===== config.mk =====
export PLATFORM = sky130hd
export DESIGN_NAME = length_prefixed_archive_deframer
export DESIGN_NICKNAME = d
export VERILOG_FILES = /design/src/hdl/lpad_pkg.sv /design/src/hdl/length_prefixed_archive_deframer.sv
export SDC_FILE = /design/constraint.sdc
export NUM_CORES = 1
export LEC_CHECK = 0
export ABC_AREA = 1
export BUFFER_PORTS_ARGS = -buffer_cell sky130_fd_sc_hd__buf_2
export CORE_MARGIN = 3
export CORE_UTILIZATION = 60
export CTS_CLUSTER_SIZE = 20
export DETAILED_ROUTE_END_ITERATION = 12
export GPL_ROUTABILITY_DRIVEN = 0
export PLACE_DENSITY = 0.76
export SLEW_MARGIN = 25
export SYNTH_ARGS = -nofsm -noshare
export SYNTH_HDL_FRONTEND = slang
export SYNTH_SLANG_ARGS = --single-unit
export TNS_END_PERCENT = 30

===== constraint.sdc =====
create_clock -name clk_i -period 5.9 [get_ports clk_i]
set_clock_uncertainty 0.1 [all_clocks]
set_input_delay 1.18 -clock clk_i [delete_from_list [all_inputs] [get_ports clk_i]]
set_output_delay 1.18 -clock clk_i [all_outputs]
set_load 0.01 [all_outputs]

===== src/hdl/lpad_pkg.sv =====
package lpad_pkg;

  localparam int unsigned MAX_FILES  = 32;
  localparam int unsigned NAME_LIMIT = 64;

  localparam int unsigned FILES_W = $clog2(MAX_FILES + 1);
  localparam int unsigned NLEN_W  = $clog2(NAME_LIMIT);
  localparam int unsigned IDX_W   = 6;
  localparam int unsigned OLEN_W  = 6;

  // result queue
  localparam int unsigned QDEPTH = 4;
  localparam int unsigned QPTR_W = $clog2(QDEPTH);
  localparam int unsigned QCNT_W = $clog2(QDEPTH + 1);

  // configuration register indexes
  localparam logic REG_BASE = 1'b0;
  localparam logic REG_SIZE = 1'b1;

  typedef enum logic [2:0] {
    KIND_NAME    = 3'd0,
    KIND_ENTRY   = 3'd1,
    KIND_END     = 3'd2,
    KIND_BADLEN  = 3'd3,
    KIND_OVERRUN = 3'd4,
    KIND_TRUNC   = 3'd5,
    KIND_EXHAUST = 3'd6,
    KIND_FULL    = 3'd7
  } kind_e;

  typedef enum logic [2:0] {
    PH_LEN  = 3'd0,
    PH_NAME = 3'd1,
    PH_SIZE = 3'd2,
    PH_DATA = 3'd3,
    PH_DONE = 3'd4
  } phase_e;

  typedef struct packed {
    kind_e              kind;
    logic [IDX_W-1:0]   idx;
    logic [31:0]        addr;
    logic [31:0]        size;
    logic [OLEN_W-1:0]  nlen;
    logic [7:0]         ch;
    logic               last;
  } res_t;

endpackage


===== src/hdl/length_prefixed_archive_deframer.sv =====
// Archive deframer: takes one archive byte per beat and parses records of
// {name length (4 B LE), name, data size (4 B LE), data}. A byte is parsed in
// the cycle it is accepted, so the input runs at one byte per cycle while the
// queue has room. A byte gives zero, one or two results (a name byte plus
// truncation, or a file entry plus exhausted/table full); results are written
// into a 4-entry result queue and leave at one per output beat. The input
// takes a byte whenever at least two queue slots are free. A two-result byte
// always ends the parse, so with the output always ready the queue never holds
// more than two results and the input never stalls. Write
// archive_base/archive_size only while idle; parsing is not restarted by a
// write, only by reset.
module length_prefixed_archive_deframer
  import lpad_pkg::*;
(
  input  logic                clk_i,
  input  logic                rst_ni,

  input  logic                cfg_we_i,
  input  logic                cfg_addr_i,
  input  logic [31:0]         cfg_data_i,

  input  logic                in_valid_i,
  output logic                in_ready_o,
  input  logic [7:0]          byte_value_i,

  output logic                out_valid_o,
  input  logic                out_ready_i,
  output logic [2:0]          kind_o,
  output logic [IDX_W-1:0]    file_index_o,
  output logic [31:0]         data_address_o,
  output logic [31:0]         data_size_o,
  output logic [OLEN_W-1:0]   name_length_o,
  output logic [7:0]          name_char_o,
  output logic                last_of_run_o
);

  logic [31:0]        base_q, size_q;
  logic [31:0]        pos_q, pos_d;
  phase_e             phase_q, phase_d;
  logic [31:0]        hdr_q, hdr_d;
  logic [1:0]         hcnt_q, hcnt_d;
  logic [31:0]        rem_q, rem_d;
  logic [NLEN_W-1:0]  nlen_q, nlen_d;
  logic [FILES_W-1:0] files_q, files_d;

  res_t               queue_q [QDEPTH];
  logic [QPTR_W-1:0]  wr_ptr_q, rd_ptr_q;
  logic [QCNT_W-1:0]  cnt_q;

  logic               in_acc, out_acc, active, at_end;
  logic [31:0]        rem_arch, hdr_v, rem_dec;
  logic               first_en, term_en;
  res_t               first_res, term_res, r0, r1;
  logic [1:0]         n_res;

  assign in_ready_o = cnt_q <= QCNT_W'(QDEPTH - 2);
  assign in_acc     = in_valid_i && in_ready_o;
  assign out_valid_o = cnt_q != '0;
  assign out_acc    = out_valid_o && out_ready_i;

  assign active = (phase_q != PH_DONE) && (base_q != '0) && (size_q != '0) &&
                  (pos_q < size_q);
  // bytes left including this one; at least 1 while active
  assign rem_arch = size_q - pos_q;
  assign at_end   = rem_arch == 32'd1;
  assign hdr_v    = hdr_q | (32'(byte_value_i) << {hcnt_q, 3'b000});
  assign rem_dec  = (rem_q != '0) ? rem_q - 32'd1 : rem_q;

  always_comb begin
    pos_d     = pos_q;
    phase_d   = phase_q;
    hdr_d     = hdr_q;
    hcnt_d    = hcnt_q;
    rem_d     = rem_q;
    nlen_d    = nlen_q;
    files_d   = files_q;
    first_en  = 1'b0;
    term_en   = 1'b0;
    first_res = '0;
    term_res  = '0;

    if (in_acc && active) begin
      pos_d = pos_q + 32'd1;
      unique case (phase_q) inside
        PH_LEN, PH_SIZE: begin
          if (hcnt_q != 2'd3) begin
            hcnt_d = hcnt_q + 2'd1;
            hdr_d  = hdr_v;
            if (at_end) begin
              term_en       = 1'b1;
              term_res.kind = KIND_TRUNC;
            end
          end else begin
            hcnt_d = '0;
            hdr_d  = '0;
            if (phase_q == PH_LEN) begin
              if (hdr_v == '0) begin
                term_en       = 1'b1;
                term_res.kind = KIND_END;
              end else if (hdr_v >= 32'(NAME_LIMIT)) begin
                term_en       = 1'b1;
                term_res.kind = KIND_BADLEN;
              end else begin
                nlen_d  = hdr_v[NLEN_W-1:0];
                rem_d   = hdr_v;
                phase_d = PH_NAME;
                if (at_end) begin
                  term_en       = 1'b1;
                  term_res.kind = KIND_TRUNC;
                end
              end
            end else begin
              // size must fit in the bytes after this one
              if (hdr_v >= rem_arch) begin
                term_en       = 1'b1;
                term_res.kind = KIND_OVERRUN;
              end else begin
                first_en       = 1'b1;
                first_res.kind = KIND_ENTRY;
                first_res.idx  = IDX_W'(files_q);
                first_res.addr = base_q + pos_d;
                first_res.size = hdr_v;
                first_res.nlen = OLEN_W'(nlen_q);
                files_d        = files_q + FILES_W'(1);
                if (hdr_v == '0) begin
                  phase_d = PH_LEN;
                  if (at_end) begin
                    term_en       = 1'b1;
                    term_res.kind = KIND_EXHAUST;
                  end else if (files_d >= FILES_W'(MAX_FILES)) begin
                    term_en       = 1'b1;
                    term_res.kind = KIND_FULL;
                  end
                end else begin
                  rem_d   = hdr_v;
                  phase_d = PH_DATA;
                end
              end
            end
          end
        end
        PH_NAME: begin
          first_en       = 1'b1;
          first_res.kind = KIND_NAME;
          first_res.idx  = IDX_W'(files_q);
          first_res.ch   = byte_value_i;
          rem_d          = rem_dec;
          if (rem_dec == '0) begin
            phase_d = PH_SIZE;
          end
          if (at_end) begin
            term_en       = 1'b1;
            term_res.kind = KIND_TRUNC;
          end
        end
        PH_DATA: begin
          rem_d = rem_dec;
          if (rem_dec == '0) begin
            phase_d = PH_LEN;
            if (at_end) begin
              term_en       = 1'b1;
              term_res.kind = KIND_EXHAUST;
            end else if (files_q >= FILES_W'(MAX_FILES)) begin
              term_en       = 1'b1;
              term_res.kind = KIND_FULL;
            end
          end
        end
        default: begin
          phase_d = phase_q;
        end
      endcase
      if (term_en) begin
        phase_d      = PH_DONE;
        term_res.idx = IDX_W'(files_d);
      end
    end
  end

  // pack up to two results; the final one carries last
  always_comb begin
    n_res = {1'b0, first_en} + {1'b0, term_en};
    r0    = first_en ? first_res : term_res;
    r1    = term_res;
    r0.last = (n_res == 2'd1);
    r1.last = 1'b1;
  end

  always_ff @(posedge clk_i or negedge rst_ni) begin
    if (!rst_ni) begin
      base_q  <= '0;
      size_q  <= '0;
      pos_q   <= '0;
      phase_q <= PH_LEN;
      hdr_q   <= '0;
      hcnt_q  <= '0;
      rem_q   <= '0;
      nlen_q  <= '0;
      files_q <= '0;
    end else begin
      if (cfg_we_i) begin
        unique case (cfg_addr_i)
          REG_BASE: base_q <= cfg_data_i;
          REG_SIZE: size_q <= cfg_data_i;
        endcase
      end
      pos_q   <= pos_d;
      phase_q <= phase_d;
      hdr_q   <= hdr_d;
      hcnt_q  <= hcnt_d;
      rem_q   <= rem_d;
      nlen_q  <= nlen_d;
      files_q <= files_d;
    end
  end

  always_ff @(posedge clk_i or negedge rst_ni) begin
    if (!rst_ni) begin
      wr_ptr_q <= '0;
      rd_ptr_q <= '0;
      cnt_q    <= '0;
    end else begin
      wr_ptr_q <= wr_ptr_q + QPTR_W'(n_res);
      if (out_acc) begin
        rd_ptr_q <= rd_ptr_q + QPTR_W'(1);
      end
      cnt_q <= cnt_q + QCNT_W'(n_res) - QCNT_W'(out_acc);
    end
  end

  always_ff @(posedge clk_i) begin
    if (n_res != 2'd0) begin
      queue_q[wr_ptr_q] <= r0;
    end
    if (n_res == 2'd2) begin
      queue_q[wr_ptr_q + QPTR_W'(1)] <= r1;
    end
  end

  assign kind_o         = queue_q[rd_ptr_q].kind;
  assign file_index_o   = queue_q[rd_ptr_q].idx;
  assign data_address_o = queue_q[rd_ptr_q].addr;
  assign data_size_o    = queue_q[rd_ptr_q].size;
  assign name_length_o  = queue_q[rd_ptr_q].nlen;
  assign name_char_o    = queue_q[rd_ptr_q].ch;
  assign last_of_run_o  = queue_q[rd_ptr_q].last;

endmodule


Yosys cells after proc, flatten, opt, wreduce, memory -nomap -nowiden
Memories as Yosys holds them, arrays and structs flattened.
Cells that the tools add are included.
W data, S select, Z words.
{"block": "classes", "bitwise": 5, "shifts": 1, "n_eq_ne": 18, "order_cmp": 6, "n_mux": 71, "reduce_logical": 24, "n_addsub": 12}
{"op": "$mux W32", "count": 8}
{"op": "$mux W77", "count": 2}
{"op": "$reduce_bool A32 Y1", "count": 3}
{"op": "$mux W88", "count": 1}
{"op": "$mux W87", "count": 1}
{"op": "$mux W79", "count": 1}
{"op": "$mux W70", "count": 1}
{"op": "$logic_not A32 Y1", "count": 2}
{"op": "$pmux W32 S2", "count": 1}
{"op": "$mux W3", "count": 20}
{"op": "$add A32 B1 Y32 const B", "count": 1}
{"op": "$add A32 B32 Y32", "count": 1}
{"op": "$eq A32 B1 Y1 const B", "count": 1}
{"op": "$ge A32 B32 Y1", "count": 1}
{"op": "$ge A32 B7 Y1 const B", "count": 1}
{"op": "$lt A32 B32 Y1", "count": 1}
{"op": "$or A32 B32 Y32", "count": 1}
{"op": "$shl A8 B5 Y32", "count": 1}
{"op": "$sub A32 B1 Y32 const B", "count": 1}
{"op": "$sub A32 B32 Y32", "count": 1}
{"op": "$mux W6", "count": 5}
{"op": "$mux W1", "count": 22}
{"op": "$pmux W3 S3", "count": 2}
{"op": "$pmux W9 S2", "count": 1}
{"op": "other kinds (32)", "count": 57}
{"block": "word_totals", "reg_bits": 184, "memories": 1, "elab_cells": 150, "ram_bits": 352}
{"memory": "queue_q", "words": 4, "width": 88, "read_ports": 1, "rd_clocked_by_memory_dff": 0, "write_ports": 2, "line_no": "length_prefixed_archive_deframer.sv:46", "source": "res_t queue_q [QDEPTH];"}

Longest topological paths before layout
{"block": "logic_depth", "depth_word": 15, "depth_mapped": 37, "ltp_nobuf": 36}

Worst setup path after synthesis
OpenSTA, ideal clock, no wires.
{"block": "synth_timing", "path_type": "flip-flop to flip-flop", "start": "register size_q[0]", "end": "memory queue_q[2][64] (netlist name)", "setup_ps": 129, "path_stages_with_launch": 36, "slack_ps": 694, "path_buffers": 3, "t_arrival_ps": 4978, "t_required_ps": 5671, "cell_sequence": "dfrtp_1 > inv_1 > ha_1 > fa_1 > inv_1 > nand3_1 > nand2_1 > nand3_1 > nand3_1 > nand3b_1 > nand2_1 > nand2_1 > nand2_1 > inv_1 > ha_1 > nand2_1 > nor2_1 > nand2_1 > o211ai_1 > a21oi_1 > a21boi_0 > nand2_1 > inv_1 > nand2_1 > nand2_1 > nand2_1 > buf_4 > ha_1 > nor3_2 > inv_1 > clkbuf_1 > nand2_1 > inv_2 > clkbuf_1 > nand2_1 > o21ai_0"}
{"element": "start, declared", "line_no": "length_prefixed_archive_deframer.sv:37", "source": "logic [31:0] base_q, size_q;"}
{"element": "start signal, assigned", "line_no": "length_prefixed_archive_deframer.sv:204", "source": "REG_SIZE: size_q <= cfg_data_i;"}
{"element": "end, declared", "line_no": "length_prefixed_archive_deframer.sv:46"}

Worst setup path after layout
{"block": "layout_timing", "start": "register pos_q[10]", "end": "register cnt_q[2]"}
{"block": "layout_via", "elab_chain_cells": 13}
{"element": "start, declared", "line_no": "length_prefixed_archive_deframer.sv:38", "source": "logic [31:0] pos_q, pos_d;"}
{"element": "start signal, assigned", "line_no": "length_prefixed_archive_deframer.sv:207", "source": "pos_q <= pos_d;"}
{"element": "parallel branches: the longest is 10 deep, another holds $sub A32 B32 Y32"}
{"element": "$add A1 B1 Y2 *", "line_no": "length_prefixed_archive_deframer.sv:182", "source": "n_res = {1'b0, first_en} + {1'b0, term_en};"}
{"element": "$add A3 B2 Y3 *", "line_no": "length_prefixed_archive_deframer.sv:227", "source": "cnt_q <= cnt_q + QCNT_W'(n_res) - QCNT_W'(out_acc);"}
{"element": "$sub A3 B1 Y3 *", "line_no": "length_prefixed_archive_deframer.sv:227"}
{"element": "end signal, assigned", "line_no": "length_prefixed_archive_deframer.sv:227"}
{"element": "end, declared", "line_no": "length_prefixed_archive_deframer.sv:48", "source": "logic [QCNT_W-1:0] cnt_q;"}
Mark *: on every way between the ends. The select of a mux whose other input is x is not followed.
A chain may end at the register's enable or synchronous reset.

==> summary.md <==
| Metric | Value |
|---|---|
| Asr flop ratio synth | 34.33% |
| Fin cells | 4811 |
| Final WL | 89050 microns |
| Vias/cell | a little under 6 |
| Synth Area in Compound Gates | between 10% and 20% |
| Syn_area_per_cell | about 7.1 sq um |
| XOR/XNOR share of the synthesized area | around 2.4% |
| Largest net degree at the start of global routing | 97 |
| Final min period | about 5.4 ns |
| I/O pin cnt | 136 |
| Hold/Removal Path Class | register to register |
| Post-Syn Area | 0.02902 sq mm |
| Die area | ~0.051 sq mm |
| Final Util | approximately two thirds |
| Final hold viol count | 0 |
| Minimum hold slack | around 0.35 ns |
| Antenna-violating nets left | 0 |
| GRT overflow | 0 |
| CP max FO | 5 |
| Worst-Margin Slew | 1.035 ns |
| Area delta synth->final | 11.52% |
| Kind of critical path | register to register |
| Data required, critical path | around 6.3 ns |
| Post-synthesis mux area share | less than 1% |
| Post-detail-place hpwl | ~60000 microns |
| Post-synth top area share | between 20% and 30% |
| CP most frequent cell | nand2_1 |
| Post-synthesis cell type count | 56 |
| Leakage | 14.56 nW |
| Syn_nets | around 4200 |
| Synth Warn # | 0 |
| Total GRT Usage | ~34% |
| Highest clock rate | about 190 MHz |
| Final net count | around 4300 |
| Cells after DPL | roughly 4700 |
| Post-synthesis simple-gate area fraction | between 20% and 30% |
| Clock transition at path regs | approximately 0.06 ns |
| Remaining DRCs | 0 |
| Max-slew violations | 0 |
| Slowest library cell on the worst path | dfrtp_1 |
| Sequential share of the synthesized area | roughly 41% |
| Status | finished clean |
| Die Width | around 230 microns |
| Final period util | between 90 and 100% |
| TritonRoute pass-1 iters | 8 |
| Post-DR wirelength/cell | 18.51 microns |
| Crit end category | register |
| Final Setup Violations | 0 |
| Mapped Cells | around 4100 |
| Vias in the first global route | 25515 |
| CTS HTree Levels | 2 |
| Rel. slew slack | between 30 and 40% |
| Dpl ws | a little over 0.1 ns |
| EDFF count, synth | 36 |
| Core ar. | roughly 0.047 sq mm |
| Initial antenna violation count | 2 |
| Peak supply drop | 222.6 uV |
| Main synth FF type | dfxtp_1 |
| Synth Register Bits | approximately 540 |
| Hold Path Origin | queue_q[1][45] |
| First-pass GRT wire length | 138900 microns |
| Clock latency at the later pin of the worst-skew pair | 0.64 ns |
| CTS tree | built |
| Initial Util | between 60% and 70% |
| Main combinational cell family by area after synthesis | simple AND/OR/NAND/NOR gates |
| Root Driver | clkbuf_16 |
| Area leader, netlist | dfxtp_1 |
| Chip Height | 225.9 microns |
| # rows | 79 |
| Commonest cells post-synth | 1108 x nand2_1, 697 x o21ai_0, 378 x nor2_1 |
| Post-Synth Adder-Cell Area | slightly below 5% |
| Layout cells sized above 1 | 10.28% |
| Critical Path Start | pos_q[10] |
| Crit-path max cell delay | around 0.4 ns |
| Setup TNS | 0 ns |
| Number of max-cap violations | 0 |
| RR Startpoint | pos_q[10] |
| Initial DRC count | between 3000 and 4000 |
| Clk sink count | ~540 |
| IO Port Bufs | between 100 and 150 |
| Power per cell area | approximately 320 mW/mm^2 |
| Launching element type of the critical path | register |
| R2R Setup Slk | between 0.5 and 0.6 ns |
| Synth top area cells | dfxtp_1 22%, dfrtp_1 16%, nand2_1 14% |
| Vias | 28197 |
| Final WS setup | around 0.51 ns |
| Worst EP arrival | slightly below 6 ns |
| Cell with the most instances after synthesis | nand2_1 |
| CTS buffer count | 55 |
| CTS max path bufs | 3 |
-- power breakdown --
part | internal [mW] | switching (mW)
clock network | 2.06 | 1.57
logic | 1.00 | 1.97
registers | 3.75 | 0.128
-- area by class of cell --
| cell class | count | area [sq um] |
|---|---|---|
| clock buffer | 78 | 1614 |
| clock inverter | 25 | 277.8 |
| tap | 607 | 759.5 |
| multi-input combinational | 2980 | 14940 |
| sequential | 536 | 12020 |
| fill | 4148 | 14790 |
| antenna | 2 | 5.005 |
| timing repair buffer | 205 | 1323 |
| inverter | 378 | 1426 |
-- cell families (layout without fill, tap and decap cells) --
| group | Yosys count | count (layout) |
|---|---|---|
| mux | 3 | 3 |
| buf+inv | 562 | 686 |
| simple gates | 1823 | 1823 |
| compound gates | 965 | 965 |
| flops | 536 | 536 |
| xor+xnor | 78 | 78 |
| other cells | 0 | 2 |
| fa+ha+maj | 111 | 111 |
-- worst max-delay path: cells and delay by family (launching register included) --
| kind | cells | cell delay (ns) |
|---|---|---|
| AO/OA/AOI/OAI | 5 | 0.71 |
| XOR/XNOR | 2 | 0.29 |
| adder cells (fa/ha/maj) | 6 | 1.72 |
| buffers and inverters | 6 | 0.53 |
| flip-flops | 1 | 0.40 |
| AND/OR/NAND/NOR | 14 | 1.50 |
-- sequential cells by signal, indices dropped and copies added, names as in the netlist --
signal / count
base_q: 32
cnt_q: 3
files_q: 6
hcnt_q: 2
hdr_q: 32
nlen_q: 6
phase_q: 3
pos_q: 32
queue_q: 352
rd_ptr_q: 2
rem_q: 32
size_q: 32
wr_ptr_q: 2
-- routing by layer --
metal / global-route usage [%] / vias up / wire length (microns)
li1: - / 13608 / -
met1: 47.56 / 13129 / 37890
met4: 9.840 / 0 / 2451
met5: 0 / - / 0
met3: 8.592 / 159 / 9326
met2: 53.12 / 1301 / 39380
-- through the flow --
step / total power [mW] / area, sq um
floorplan: 5.797 / 29020
global placement: 6.837 / 30350
detailed placement: 6.860 / 30350
CTS: 10.44 / 32240
global route: 10.96 / 32360
finish: 10.48 / 32360
-- path summary, 6_finish.rpt --
kind	end	depth (start not counted)
setup / recovery	cnt_q[2]	33
max in group asynchronous	pos_q[12]	2
hold / removal	queue_q[1][45]	2
setup reg to reg	cnt_q[2]	33
hold reg to reg	queue_q[1][45]	2
min in group asynchronous	rem_q[19]	1
-- layout by cell type (no fill, tap or decap), drive strengths merged, types with 3 or more instances in the layout --
master / instances
buf: 204
a21o: 6
dfxtp: 316
xnor2: 19
nor4: 24
inv: 380
clkbuf: 79
o22ai: 88
a21boi: 5
bufinv: 3
xor2: 59
edfxtp: 36
o211ai: 6
mux2: 3
dfrtp: 184
a31oi: 15
a21oi: 106
o21bai: 5
nor3: 43
ha: 108
o21ai: 715
clkinvlp: 3
o31ai: 10
nand3: 164
or2: 14
nand3b: 12
o21a: 4
nor2: 394
nand4: 51
clkinv: 17
nand2: 1118
fa: 3
-- timing repair --
item,4_1_cts,5_1_grt
hold buffers,0,0
gates resized for setup,0,24
setup endpoints to repair,0,336
setup buffers,0,3
(Power assumes the default switching activity.)
